==> src/rtl/kde_pkg.sv <==
// Package for the key debounce event machine.
// Holds state and event codes, field widths and the step result struct.
// No dependencies.
package kde_pkg;

    localparam int CODE_W = 8;
    localparam int KIND_W = 2;
    localparam int MASK_W = 4;

    typedef enum logic [2:0] {
        ST_INIT       = 3'd0,
        ST_PRESS_FILT = 3'd1,
        ST_PRESS_EDGE = 3'd2,
        ST_PRESSED    = 3'd3,
        ST_REL_FILT   = 3'd4,
        ST_REL_EDGE   = 3'd5,
        ST_RELEASED   = 3'd6
    } kde_state_t;

    typedef enum logic [KIND_W-1:0] {
        EV_PRESS_EDGE = 2'd0,
        EV_PRESS_HOLD = 2'd1,
        EV_REL_EDGE   = 2'd2,
        EV_REL_HOLD   = 2'd3
    } kde_kind_t;

    localparam int MB_PRESS_EDGE = 0;
    localparam int MB_PRESS_HOLD = 1;
    localparam int MB_REL_EDGE   = 2;
    localparam int MB_REL_HOLD   = 3;

    typedef struct packed {
        logic              valid;
        kde_kind_t         kind;
        logic [CODE_W-1:0] code;
    } kde_event_t;

endpackage

==> src/rtl/kde_if.sv <==
// Channel interfaces: scan input, event output and trigger mask write.
// Depends on kde_pkg for field widths.
interface kde_scan_if;
    logic                      valid;
    logic                      ready;
    logic [kde_pkg::CODE_W-1:0] scan_code;

    modport source (output valid, output scan_code, input ready);
    modport sink   (input valid, input scan_code, output ready);
endinterface

interface kde_event_if;
    logic                      valid;
    logic                      ready;
    logic [kde_pkg::KIND_W-1:0] event_kind;
    logic [kde_pkg::CODE_W-1:0] key_code;

    modport source (output valid, output event_kind, output key_code, input ready);
    modport sink   (input valid, input event_kind, input key_code, output ready);
endinterface

interface kde_cfg_if;
    logic                      valid;
    logic                      ready;
    logic [kde_pkg::MASK_W-1:0] trigger_mask;

    modport source (output valid, output trigger_mask, input ready);
    modport sink   (input valid, input trigger_mask, output ready);
endinterface

==> src/rtl/kde_fsm.sv <==
// Debounce state machine with filtered and reported code registers.
// Advances one scan per step strobe; depends on kde_pkg.
module kde_fsm (
    input  logic                        clk,
    input  logic                        rst_n,
    input  logic                        step,
    input  logic [kde_pkg::CODE_W-1:0]  code,
    input  logic [kde_pkg::MASK_W-1:0]  mask,
    output kde_pkg::kde_event_t         evt
);
    import kde_pkg::*;

    kde_state_t        state_reg, state_next;
    logic [CODE_W-1:0] filt_reg, filt_next;
    logic [CODE_W-1:0] rep_reg, rep_next;
    logic              zero, same;

    assign zero = (code == '0);
    assign same = (code == filt_reg);

    always_comb
    begin
        state_next = state_reg;
        filt_next  = filt_reg;
        unique case (state_reg)
            ST_PRESS_FILT, ST_PRESS_EDGE, ST_PRESSED:
            begin
                if (!zero && same)
                begin
                    if (state_reg != ST_PRESSED)
                        state_next = (state_reg == ST_PRESS_FILT) ? ST_PRESS_EDGE : ST_PRESSED;
                end
                else
                begin
                    filt_next  = code;
                    state_next = zero ? ST_REL_FILT : ST_PRESS_FILT;
                end
            end
            ST_REL_FILT, ST_REL_EDGE, ST_RELEASED:
            begin
                if (zero)
                begin
                    if (state_reg != ST_RELEASED)
                        state_next = (state_reg == ST_REL_FILT) ? ST_REL_EDGE : ST_RELEASED;
                end
                else
                begin
                    filt_next  = code;
                    state_next = ST_PRESS_FILT;
                end
            end
            default:
            begin
                filt_next  = code;
                state_next = zero ? ST_REL_FILT : ST_PRESS_FILT;
            end
        endcase
    end

    always_comb
    begin
        evt.valid = 1'b0;
        evt.kind  = EV_PRESS_HOLD;
        evt.code  = code;
        rep_next  = rep_reg;
        unique case (state_reg)
            ST_PRESS_EDGE:
            begin
                if (!zero && same)
                begin
                    if (rep_reg != code && mask[MB_PRESS_EDGE])
                    begin
                        evt.valid = 1'b1;
                        evt.kind  = EV_PRESS_EDGE;
                        rep_next  = code;
                    end
                    else if (rep_reg == code && mask[MB_PRESS_HOLD])
                    begin
                        evt.valid = 1'b1;
                        evt.kind  = EV_PRESS_HOLD;
                    end
                end
            end
            ST_PRESSED:
            begin
                if (!zero && same && mask[MB_PRESS_HOLD])
                begin
                    evt.valid = 1'b1;
                    evt.kind  = EV_PRESS_HOLD;
                end
            end
            ST_REL_EDGE:
            begin
                if (zero && rep_reg != '0 && mask[MB_REL_EDGE])
                begin
                    evt.valid = 1'b1;
                    evt.kind  = EV_REL_EDGE;
                    rep_next  = '0;
                end
            end
            ST_RELEASED:
            begin
                if (zero && mask[MB_REL_HOLD])
                begin
                    evt.valid = 1'b1;
                    evt.kind  = EV_REL_HOLD;
                end
            end
            default:
            begin
                evt.valid = 1'b0;
            end
        endcase
    end

    always_ff @(posedge clk or negedge rst_n)
    begin
        if (!rst_n)
        begin
            state_reg <= ST_INIT;
            filt_reg  <= '0;
            rep_reg   <= '0;
        end
        else if (step)
        begin
            state_reg <= state_next;
            filt_reg  <= filt_next;
            rep_reg   <= rep_next;
        end
    end

endmodule

==> src/rtl/key_debounce_event_fsm_top.sv <==
// Top level of the key debounce event machine: input register, state
// machine and result register. Depends on kde_pkg, kde_if and kde_fsm.
//
//   port   dir   payload         meaning
//   scan   in    scan_code[7:0]  one scan sample per transfer
//   evt    out   event_kind[1:0] press/release edge or hold event
//                key_code[7:0]
//   cfg    in    trigger_mask[3:0] event enable bits
//
// One scan per cycle sustained while evt is not stalled; a scan's event is
// offered on evt once it has passed the input register, loaded at the
// transfer, and then the state machine into the result register.
// A scan that raises no event produces no output transfer.
// A stall on evt holds the result register and the input register; scan is
// taken again as soon as the input register drains. Reset clears state,
// filtered and reported codes, mask and valid flags.
module key_debounce_event_fsm_top (
    input  logic              clk,
    input  logic              rst_n,
    kde_scan_if.sink          scan,
    kde_event_if.source       evt,
    kde_cfg_if.sink           cfg
);
    import kde_pkg::*;

    logic              in_valid_reg;
    logic [CODE_W-1:0] in_code_reg;
    logic [MASK_W-1:0] mask_reg;
    logic              out_valid_reg;
    kde_kind_t         out_kind_reg;
    logic [CODE_W-1:0] out_code_reg;
    logic              advance;
    kde_event_t        step_evt;

    assign advance    = in_valid_reg && (!out_valid_reg || evt.ready);
    assign scan.ready = !in_valid_reg || advance;
    assign cfg.ready  = 1'b1;

    kde_fsm u_fsm (
        .clk   (clk),
        .rst_n (rst_n),
        .step  (advance),
        .code  (in_code_reg),
        .mask  (mask_reg),
        .evt   (step_evt)
    );

    always_ff @(posedge clk or negedge rst_n)
    begin
        if (!rst_n)
        begin
            in_valid_reg  <= 1'b0;
            out_valid_reg <= 1'b0;
            mask_reg      <= '0;
        end
        else
        begin
            if (scan.ready)
                in_valid_reg <= scan.valid;
            if (advance)
                out_valid_reg <= step_evt.valid;
            else if (evt.ready)
                out_valid_reg <= 1'b0;
            if (cfg.valid)
                mask_reg <= cfg.trigger_mask;
        end
    end

    always_ff @(posedge clk)
    begin
        if (scan.valid && scan.ready)
            in_code_reg <= scan.scan_code;
        if (advance)
        begin
            out_kind_reg <= step_evt.kind;
            out_code_reg <= step_evt.code;
        end
    end

    assign evt.valid      = out_valid_reg;
    assign evt.event_kind = out_kind_reg;
    assign evt.key_code   = out_code_reg;

endmodule
==> src/flat_wrapper.sv <==
// flat-port wrapper written by rule: the top's interface ports become plain ports
module key_debounce_event_fsm_top_flat import kde_pkg::*;
  (clk, rst_n, scan_valid, scan_scan_code, scan_ready, evt_valid, evt_event_kind, evt_key_code, evt_ready, cfg_valid, cfg_trigger_mask, cfg_ready);
  kde_scan_if scan_i ();
  kde_event_if evt_i ();
  kde_cfg_if cfg_i ();
  input  logic clk;
  input  logic rst_n;
  input wire logic [$bits(scan_i.valid)-1:0] scan_valid;
  input wire logic [$bits(scan_i.scan_code)-1:0] scan_scan_code;
  output wire logic [$bits(scan_i.ready)-1:0] scan_ready;
  output wire logic [$bits(evt_i.valid)-1:0] evt_valid;
  output wire logic [$bits(evt_i.event_kind)-1:0] evt_event_kind;
  output wire logic [$bits(evt_i.key_code)-1:0] evt_key_code;
  input wire logic [$bits(evt_i.ready)-1:0] evt_ready;
  input wire logic [$bits(cfg_i.valid)-1:0] cfg_valid;
  input wire logic [$bits(cfg_i.trigger_mask)-1:0] cfg_trigger_mask;
  output wire logic [$bits(cfg_i.ready)-1:0] cfg_ready;
  assign scan_i.valid = scan_valid;
  assign scan_i.scan_code = scan_scan_code;
  assign scan_ready = scan_i.ready;
  assign evt_valid = evt_i.valid;
  assign evt_event_kind = evt_i.event_kind;
  assign evt_key_code = evt_i.key_code;
  assign evt_i.ready = evt_ready;
  assign cfg_i.valid = cfg_valid;
  assign cfg_i.trigger_mask = cfg_trigger_mask;
  assign cfg_ready = cfg_i.ready;
  key_debounce_event_fsm_top u_core (.clk(clk), .rst_n(rst_n), .scan(scan_i), .evt(evt_i), .cfg(cfg_i));
endmodule
==> config.mk <==
export PLATFORM = sky130hd
export DESIGN_NAME = key_debounce_event_fsm_top_flat
export DESIGN_NICKNAME = d
export VERILOG_FILES = /design/src/rtl/kde_pkg.sv /design/src/rtl/kde_if.sv /design/src/rtl/kde_fsm.sv /design/src/rtl/key_debounce_event_fsm_top.sv /design/src/flat_wrapper.sv
export SDC_FILE = /design/constraint.sdc
export NUM_CORES = 1
export LEC_CHECK = 0
export BUFFER_PORTS_ARGS = -buffer_cell sky130_fd_sc_hd__buf_2
export CAP_MARGIN = 0
export CELL_PAD_IN_SITES_DETAIL_PLACEMENT = 0
export CELL_PAD_IN_SITES_GLOBAL_PLACEMENT = 1
export CORE_UTILIZATION = 45
export CTS_CLUSTER_SIZE = 40
export DETAILED_ROUTE_END_ITERATION = 10
export PLACE_DENSITY = 0.8
export SYNTH_ARGS = -nofsm -noshare
export SYNTH_HDL_FRONTEND = slang
export SYNTH_SLANG_ARGS = --single-unit
==> constraint.sdc <==
create_clock -name clk -period 2.25 [get_ports clk]
set_input_delay 0.225 -clock clk [delete_from_list [all_inputs] [get_ports clk]]
set_output_delay 0.225 -clock clk [all_outputs]
set_load 0.01 [all_outputs]
* After elaboration in Yosys (flattened, before gate mapping)
Cells that the tools add are included.
W data, S select, Z words.
** Word-level totals
- Logic and storage cells :: 75
- Output and inout bits :: 13
- Flip-flop bits (word level) :: 43
- Input bits :: 17
** Operators by class
- Muxes and demuxes :: 25
- Equality and inequality tests :: 18
- Reduce and logical (&&, ||, !) cells :: 23
** Operator list (count)
- $mux W8 :: 5
- $mux W3 :: 11
- $pmux W8 S2 :: 2
- $eq A8 B8 Y1 :: 2
- $ne A2 B2 Y1 const B :: 5
- $eq A3 B3 Y1 const B :: 3
- $logic_and A1 B1 Y1 :: 9
- $ne A3 B3 Y1 const B :: 3
- $logic_not A8 Y1 :: 1
- $ne A8 B8 Y1 :: 1
- $pmux W2 S4 :: 1
- $reduce_bool A8 Y1 :: 1
- $eq A3 B2 Y1 const B :: 2
- $pmux W3 S2 :: 1
- $reduce_and A3 Y1 :: 2
- $reduce_or A3 Y1 :: 2
- $reduce_and A5 Y1 :: 1
- $pmux W1 S4 :: 1
- $reduce_bool A2 Y1 :: 2
- $eq A3 B1 Y1 const B :: 1
- $logic_not A1 Y1 :: 3
- $mux W1 :: 3
- $ne A3 B2 Y1 const B :: 1
- $logic_or A1 B1 Y1 :: 2
- $mux W2 :: 1

* Logic depth before layout (Yosys ltp)
Gate-level depths: netlist of the first run.
- Word-level depth :: 7
- Depth in mapped cells :: 7
- Depth with buffers taken out :: 5

* By module
A second synthesis of the first run with hierarchy kept.
** Second synthesis, totals
- Cells, all modules :: 154
- Area, all modules :: 2068.2 sq um
** By module, submodules not included
- kde_fsm :: times used 1, cells each 117, seq. area each 475.5 sq um, area an instance 1268.7 sq um
- key_debounce_event_fsm_top :: times used 1, cells each 37, seq. area each 690.7 sq um, area an instance 799.5 sq um

* Worst setup path before layout of the first run
No wires, ideal clock.
- Kind :: register to register
- From :: reg u_core.in_code_reg[4]
- To :: reg u_core.u_fsm.filt_reg[0]
- Stages on the path, launching flop included :: 7
- Setup slack :: 0.224 ns
- Clock period less this slack :: 2.026 ns
- Path buffers :: 1
- Arrival time :: 1.901 ns
- Setup time :: 0.125 ns
- Data required time :: 2.125 ns
- Path through :: edfxtp_1 > or4_4 > nor2_8 > o41ai_1 > a21o_1 > buf_6 > mux2_4
** Between the ends
- Cells in the longest elaborated chain, start to end :: 5
- Elaborated cells between the ends (all ways) :: 7
- Classes of those cells :: 3 x eq/ne; 4 x reduce/logical
** RTL lines
- start, declared :: RTL line key_debounce_event_fsm_top.sv:27 : logic [CODE_W-1:0] in_code_reg;
- start signal, assigned :: RTL line key_debounce_event_fsm_top.sv:72 : in_code_reg <= scan.scan_code;
- $logic_not A8 Y1 :: RTL line kde_fsm.sv:18 : assign zero = (code == '0);
- $logic_not A1 Y1 :: RTL line kde_fsm.sv:28 : if (!zero && same)
- $logic_and A1 B1 Y1 :: RTL line kde_fsm.sv:28
- $ne A2 B2 Y1 (no source line)
- $reduce_and A3 Y1 (no source line) (*)
- end signal, assigned :: RTL line kde_fsm.sv:127 : filt_reg <= filt_next;
- end, declared :: RTL line kde_fsm.sv:14 : logic [CODE_W-1:0] filt_reg, filt_next;
Mark *: on every way between the ends. The rest lies on a longest branch, timed or not.
A chain may end at the register's enable or synchronous reset.

* Final worst setup path of the first run
- From :: reg u_core.in_code_reg[5]
- To :: reg u_core.u_fsm.filt_reg[6]
Same word-level chain as after synthesis.

==> results.json, run 1 <==
{
  "vdd_drop_max_mv": 0.411,
  "htreeDepth": 2,
  "die-height_um": 68.9,
  "p_per_area_nw_per_um2": 719,
  "yosysSeqAreaShare_pct": 57.9,
  "antenna_found_initial": 0,
  "start_kind": "register",
  "min_path_type": "in2reg",
  "grt.total_usage_pct": 18.4,
  "outcome": "complete, no violations",
  "synthCells": 154,
  "synthTopCellsByCount": "dfrtp_1, edfxtp_1, nand2_1",
  "setup_violations": 0,
  "numCtsBuffers": 5,
  "grt-ovfl-total": 0,
  "portBuffers": 28,
  "slew_viol_final": 0,
  "cp_max_fo": 8,
  "max_freq_ghz": 0.459,
  "via_per_inst": 5.32,
  "worstSetupPathType": "reg2reg",
  "synth_nets": 171,
  "cts_setup_buffers": 0,
  "start_util_pct": 48.6,
  "fin_ws_ns": 0.0737,
  "tightest_slew_ns": 0.589,
  "drc": 0,
  "ant_nets": 0,
  "cp.required_ns": 2.43,
  "synth_warnings": 0,
  "pre_cts_ws_ns": -0.00756,
  "dp_hpwl_mm": 2.78,
  "vias": 1303,
  "syn_area_um2": 2010,
  "wl_per_cell_um": 15.6,
  "drv_cap": 0,
  "max_slew_margin_pct": 60.7,
  "grt_pass1_wl_mm": 6.13,
  "cp-end-kind": "register",
  "yosysMostFrequentCell": "dfrtp_1",
  "rsz0062_at_grt": "false",
  "antenna_cells": 0,
  "synth-async-reset-ratio_pct": 58.1,
  "die_area_um2": 4750,
  "nets": 211,
  "hold_viol": 0,
  "worstSkewPairLatency_ns": 0.30,
  "p_leak_uw": 0.00109,
  "first_pass_iters": 4,
  "place_area_um2": 2250,
  "yosysTopAreaCell": "dfrtp_1",
  "power.total_uw": 1700,
  "min_period_over_period_pct": 96.7,
  "fin_area_um2": 2370,
  "synth.distinct_cells": 38,
  "gp_congestion": 0.809,
  "ys_ff_latch": 43,
  "grt_max_degree": 26,
  "post-route-min-period_ns": 2.18,
  "grt_pass1_vias": 1271,
  "floorplan.rows": 23,
  "synth_edf_count": 18,
  "drt_iter0_drc": 74,
  "coreArea_um2": 4140,
  "drt-total-wl_mm": 3.81,
  "multiInputGateArea_um2": 769,
  "layout-drive-gt1-share_pct": 33.3,
  "register_area_um2": 1170,
  "root_buffer": "clkbuf_8",
  "clock_skew_ns": 0.00986,
  "yosysTopAreaCellShare_pct": 31.1,
  "synthFlopType": "dfrtp_1",
  "cts_tree": "built",
  "synthToLayoutAreaGrowth_pct": 17.7,
  "fp.dieW_um": 68.9,
  "syn_area_per_cell_um2": 13.1,
  "cts.reportedPaths.clkPinSlew_ns": 0.08,
  "cts_buffer_depth": 2,
  "nFillCells": 355,
  "clock-sinks": 43,
  "synthTopCellsByArea": "dfrtp_1, edfxtp_1, mux2_4",
  "ioPinCount": 30,
  "arrival_ns": 2.36
}
metal layers:
| layer | part of all wire [%] | vias up | GRT usage [%] | wire length [µm] |
|---|---|---|---|---|
| met1 | 48 | 634 | 24.9 | 1820 |
| li1 | - | 628 | - | - |
| met5 | 0 | - | 0 | 0 |
| met3 | 4.2 | 6 | 4.93 | 160 |
| met4 | 1.5 | 0 | 7.65 | 59 |
| met2 | 46 | 35 | 27.7 | 1770 |
what timing repair did:
item | 4_1_cts | 5_1_grt
hold endpoints to repair | 25 | 0
resized for setup | 1 | 0
hold buffers | 1 | 0
endpoints found under the setup margin | 7 | 0
cell families (layout without fill, tap and decap cells):
logic type / Yosys count / in the layout / synth area share (%)
AND/OR/NAND/NOR: 34 / 34 / 9.94
AO/OA/AOI/OAI: 23 / 23 / 8.70
buffers and inverters: 16 / 57 / 3.92
multiplexers: 20 / 20 / 11.9
flip-flops: 43 / 43 / 57.9
XOR/XNOR: 17 / 17 / 7.40
other: 1 / 1 / 0.186
worst max-delay path, cell delays in order, from the launching register on:
cell,delay [ns]
edfxtp_1,0.40
buf_4,0.18
xnor2_1,0.18
nand4_1,0.22
o41ai_1,0.41
a21o_2,0.35
mux2_4,0.33
final cells by class:
type,count,share of cell area [%]
timing repair buffer,39,9.51
tap,50,2.64
inverter,10,1.58
sequential,43,49.2
multi-input combinational,95,32.5
clock buffer,5,2.91
clock inverter,3,1.64
report_power, final:
part / switching, µW / leakage (µW) / total [µW] / internal (µW)
Clock: 262 / 0.0000556 / 587 / 325
Sequential: 45.3 / 0.000443 / 919 / 873
Combinational: 90.1 / 0.000592 / 196 / 106
worst paths after layout:
path                                            start                         to  slack, ns  cells after the start
worst max register to register  u_core.in_code_reg[5]   u_core.u_fsm.filt_reg[6]       0.07                      6
max in group asynchronous                       rst_n  u_core.u_fsm.state_reg[1]       1.39                      2
min in group asynchronous                       rst_n    u_core.u_fsm.rep_reg[6]       0.46                      2
worst min-delay path                scan_scan_code[7]      u_core.in_code_reg[7]       0.10                      1
worst min register to register     u_core.mask_reg[2]         u_core.mask_reg[2]       0.52                      1
worst max-delay path            u_core.in_code_reg[5]   u_core.u_fsm.filt_reg[6]       0.07                      6
stage by stage:
stage               hold WS (ns)  std cells  utilization, %  setup TNS, ns
finish                     0.101        245            57.2              0
CTS                       0.0894        245            57.2              0
global route              0.0845        245            57.2              0
global placement           0.251        236            54.3              0
floorplan                -0.0706        154               -              0
detailed placement         0.264        236            54.3        -0.0101
placed cells by master (no fill, tap or decap), types with 2 or more instances in the layout:
cell type  netlist  layout
mux2_2           4       4
clkbuf_8         0       5
nand4_1          3       3
a21oi_1          7       7
nor4_1           5       5
or4_4            2       2
buf_4            1      10
nor2_1           2       2
inv_1           10      10
dfrtp_1         25      25
a31oi_1          2       2
nand2_1         13      13
o21ai_0          4       4
xnor2_1          9       9
mux2i_1          9       9
nor2b_1          2       2
a21o_2           1       2
edfxtp_1        18      18
buf_2            0      28
nand2b_1         2       2
xor2_1           8       8
mux2_4           7       7
Note: power is estimated with default switching activity, not from simulation.
==> inputs of run 2 (changes only) <==
--- a/config.mk
+++ b/config.mk
@@ -9,10 +9,10 @@
 export CAP_MARGIN = 0
 export CELL_PAD_IN_SITES_DETAIL_PLACEMENT = 0
 export CELL_PAD_IN_SITES_GLOBAL_PLACEMENT = 1
-export CORE_UTILIZATION = 45
+export CORE_UTILIZATION = 40
 export CTS_CLUSTER_SIZE = 40
 export DETAILED_ROUTE_END_ITERATION = 10
-export PLACE_DENSITY = 0.8
+export PLACE_DENSITY = 0.72
 export SYNTH_ARGS = -nofsm -noshare
 export SYNTH_HDL_FRONTEND = slang
 export SYNTH_SLANG_ARGS = --single-unit
==> results.json, run 2 (synthesis gave the netlist of run 1 again) <==
{
  "outcome": "complete, no violations",
  "gp_congestion": 0.833,
  "finalSetupTns_ns": 0,
  "max_freq_ghz": 0.474,
  "synthToLayoutAreaGrowth_pct": 22.1,
  "start_kind": "register",
  "max_slew_margin_pct": 59.2,
  "post-route-min-period_ns": 2.11,
  "crit_top_cell": "buf_4",
  "hold_viol": 0,
  "htreeDepth": 2,
  "coreArea_um2": 4790,
  "hold_end": "u_core.in_code_reg[2]",
  "setup_violations": 0,
  "die-height_um": 72.9,
  "antenna_found_initial": 0,
  "r2r-start": "u_core.in_code_reg[7]",
  "mostFrequentLayoutCell": "buf_2",
  "rsz0062_at_grt": "false",
  "cts_tree": "built",
  "drc": 0,
  "dp_hpwl_mm": 3.00,
  "final_cell_mix": "buf_2, dfrtp_1, edfxtp_1",
  "clock_skew_ns": 0.00654,
  "cts_buffer_depth": 2,
  "wirelength_met1_mm": 1.84,
  "root_buffer": "clkbuf_8",
  "numCtsBuffers": 5,
  "ff2ff_setup_slack_ns": 0.14,
  "vdd_drop_max_mv": 0.334,
  "cp_max_fo": 8,
  "worstSkewPairLatency_ns": 0.30,
  "clock-sinks": 43,
  "min_period_over_period_pct": 93.8,
  "crit_buf_inv": 2,
  "portBuffers": 28,
  "drt_iter0_drc": 55,
  "grt_pass1_wl_mm": 6.78,
  "grt_pass1_vias": 1392,
  "ant_nets": 0,
  "grt_max_degree": 26,
  "cp_cell_sequence": "or4_4, nor2_8, nor4_1, buf_4, a22oi_2, buf_4, mux2i_1",
  "min_path_cells": 1,
  "die_area_um2": 5320,
  "tightest_slew_ns": 0.612,
  "min_from": "scan_scan_code[2]",
  "met2WireLength_mm": 2.07,
  "ioPinCount": 30,
  "nets": 216,
  "cts.reportedPaths.clkPinSlew_ns": 0.08,
  "grt.total_usage_pct": 17.8,
  "first_pass_iters": 4,
  "min_path_type": "in2reg",
  "antenna_cells": 0,
  "layout-drive-gt1-share_pct": 35.5,
  "via_per_inst": 4.98,
  "p_leak_uw": 0.00113,
  "finalCoreUtilization_pct": 51.3,
  "route.met3.wl_um": 162,
  "slowest_delay_ns": 0.57,
  "start_util_pct": 42.1,
  "arrival_ns": 2.32,
  "r2r-end": "u_core.u_fsm.rep_reg[5]",
  "fp.dieW_um": 72.9,
  "cp.required_ns": 2.46,
  "drt-total-wl_mm": 4.13,
  "slew_viol_final": 0,
  "rr_worst_depth": 7,
  "drv_cap": 0,
  "wl_per_cell_um": 15.5,
  "floorplan.rows": 25,
  "worstSetupPathType": "reg2reg",
  "cp-end-kind": "register",
  "grt-ovfl-total": 0,
  "cp_slowest_cell": "or4_4",
  "critPathTopFamily": "simple AND/OR/NAND/NOR gates",
  "topRoutingLayerUsed": "met4",
  "vias": 1330,
  "p_per_area_nw_per_um2": 744
}
## run 2: cell types whose count changed in the layout (fill, tap and decap cells not counted), sizes merged
| cell | before | now |
|---|---|---|
| clkbuf | 5 | 6 |
| clkinv | 2 | 0 |
| bufinv | 1 | 2 |
| buf | 38 | 43 |
## run 2: worst reg2reg max path: stages (launching register included)
cell,delay (ns)
edfxtp_1,0.45
or4_4,0.57
nor2_8,0.18
nor4_1,0.07
buf_4,0.15
a22oi_2,0.22
buf_4,0.19
mux2i_1,0.20
## run 2: repair_timing
action,CTS,global route
setup endpoints to repair,0,15
resized for setup,0,2
hold buffers,1,0
buffers inserted,0,1
endpoints found under the hold margin,25,0
## run 2: area by class of cell
class                      count  area (µm²)
tap                           67        83.8
clock inverter                 2        60.1
multi-input combinational     95         774
inverter                      10        37.5
timing repair buffer          44         263
fill                         432        2330
sequential                    43        1170
clock buffer                   6        72.6
## run 2: how the worst max path moves through the flow
| stage | startpoint | endpoint | slack (ns) | cells past startpoint |
|---|---|---|---|---|
| detailed placement | u_core.in_code_reg[0] | u_core.u_fsm.filt_reg[6] | 0.04 | 5 |
| global placement | u_core.in_code_reg[0] | u_core.u_fsm.rep_reg[7] | 0.1 | 7 |
| CTS | u_core.in_code_reg[0] | u_core.u_fsm.filt_reg[7] | 0.02 | 5 |
| floorplan | u_core.in_code_reg[4] | u_core.u_fsm.filt_reg[0] | 0.22 | 6 |
| finish | u_core.in_code_reg[7] | u_core.u_fsm.rep_reg[5] | 0.14 | 7 |
| global route | u_core.in_code_reg[1] | u_core.u_fsm.filt_reg[1] | 0.0008 | 6 |
## run 2: power by group
group | switching, µW | internal, µW | total (µW)
clock network | 262 | 444 | 706
registers | 44.3 | 873 | 918
logic | 94.7 | 109 | 204
total | 401 | 1430 | 1830
## run 2: per-stage QoR
stage	setup slack (ns)	instance area, µm²	instances	hold slack [ns]	power (µW)
floorplan	0.224	2010	154	-0.0706	1060
global placement	0.0950	2300	257	0.255	1130
global route	0.000795	2460	267	0.0845	1890
CTS	0.0182	2440	266	0.0886	1840
detailed placement	0.0423	2300	257	0.270	1130
finish	0.139	2460	267	0.0985	1830
## run 2: routing by layer
layer	GRT usage, %	vias up
met3	4.28	5
met5	0	-
met1	22.1	651
met4	7.84	0
li1	-	637
met2	29.6	37
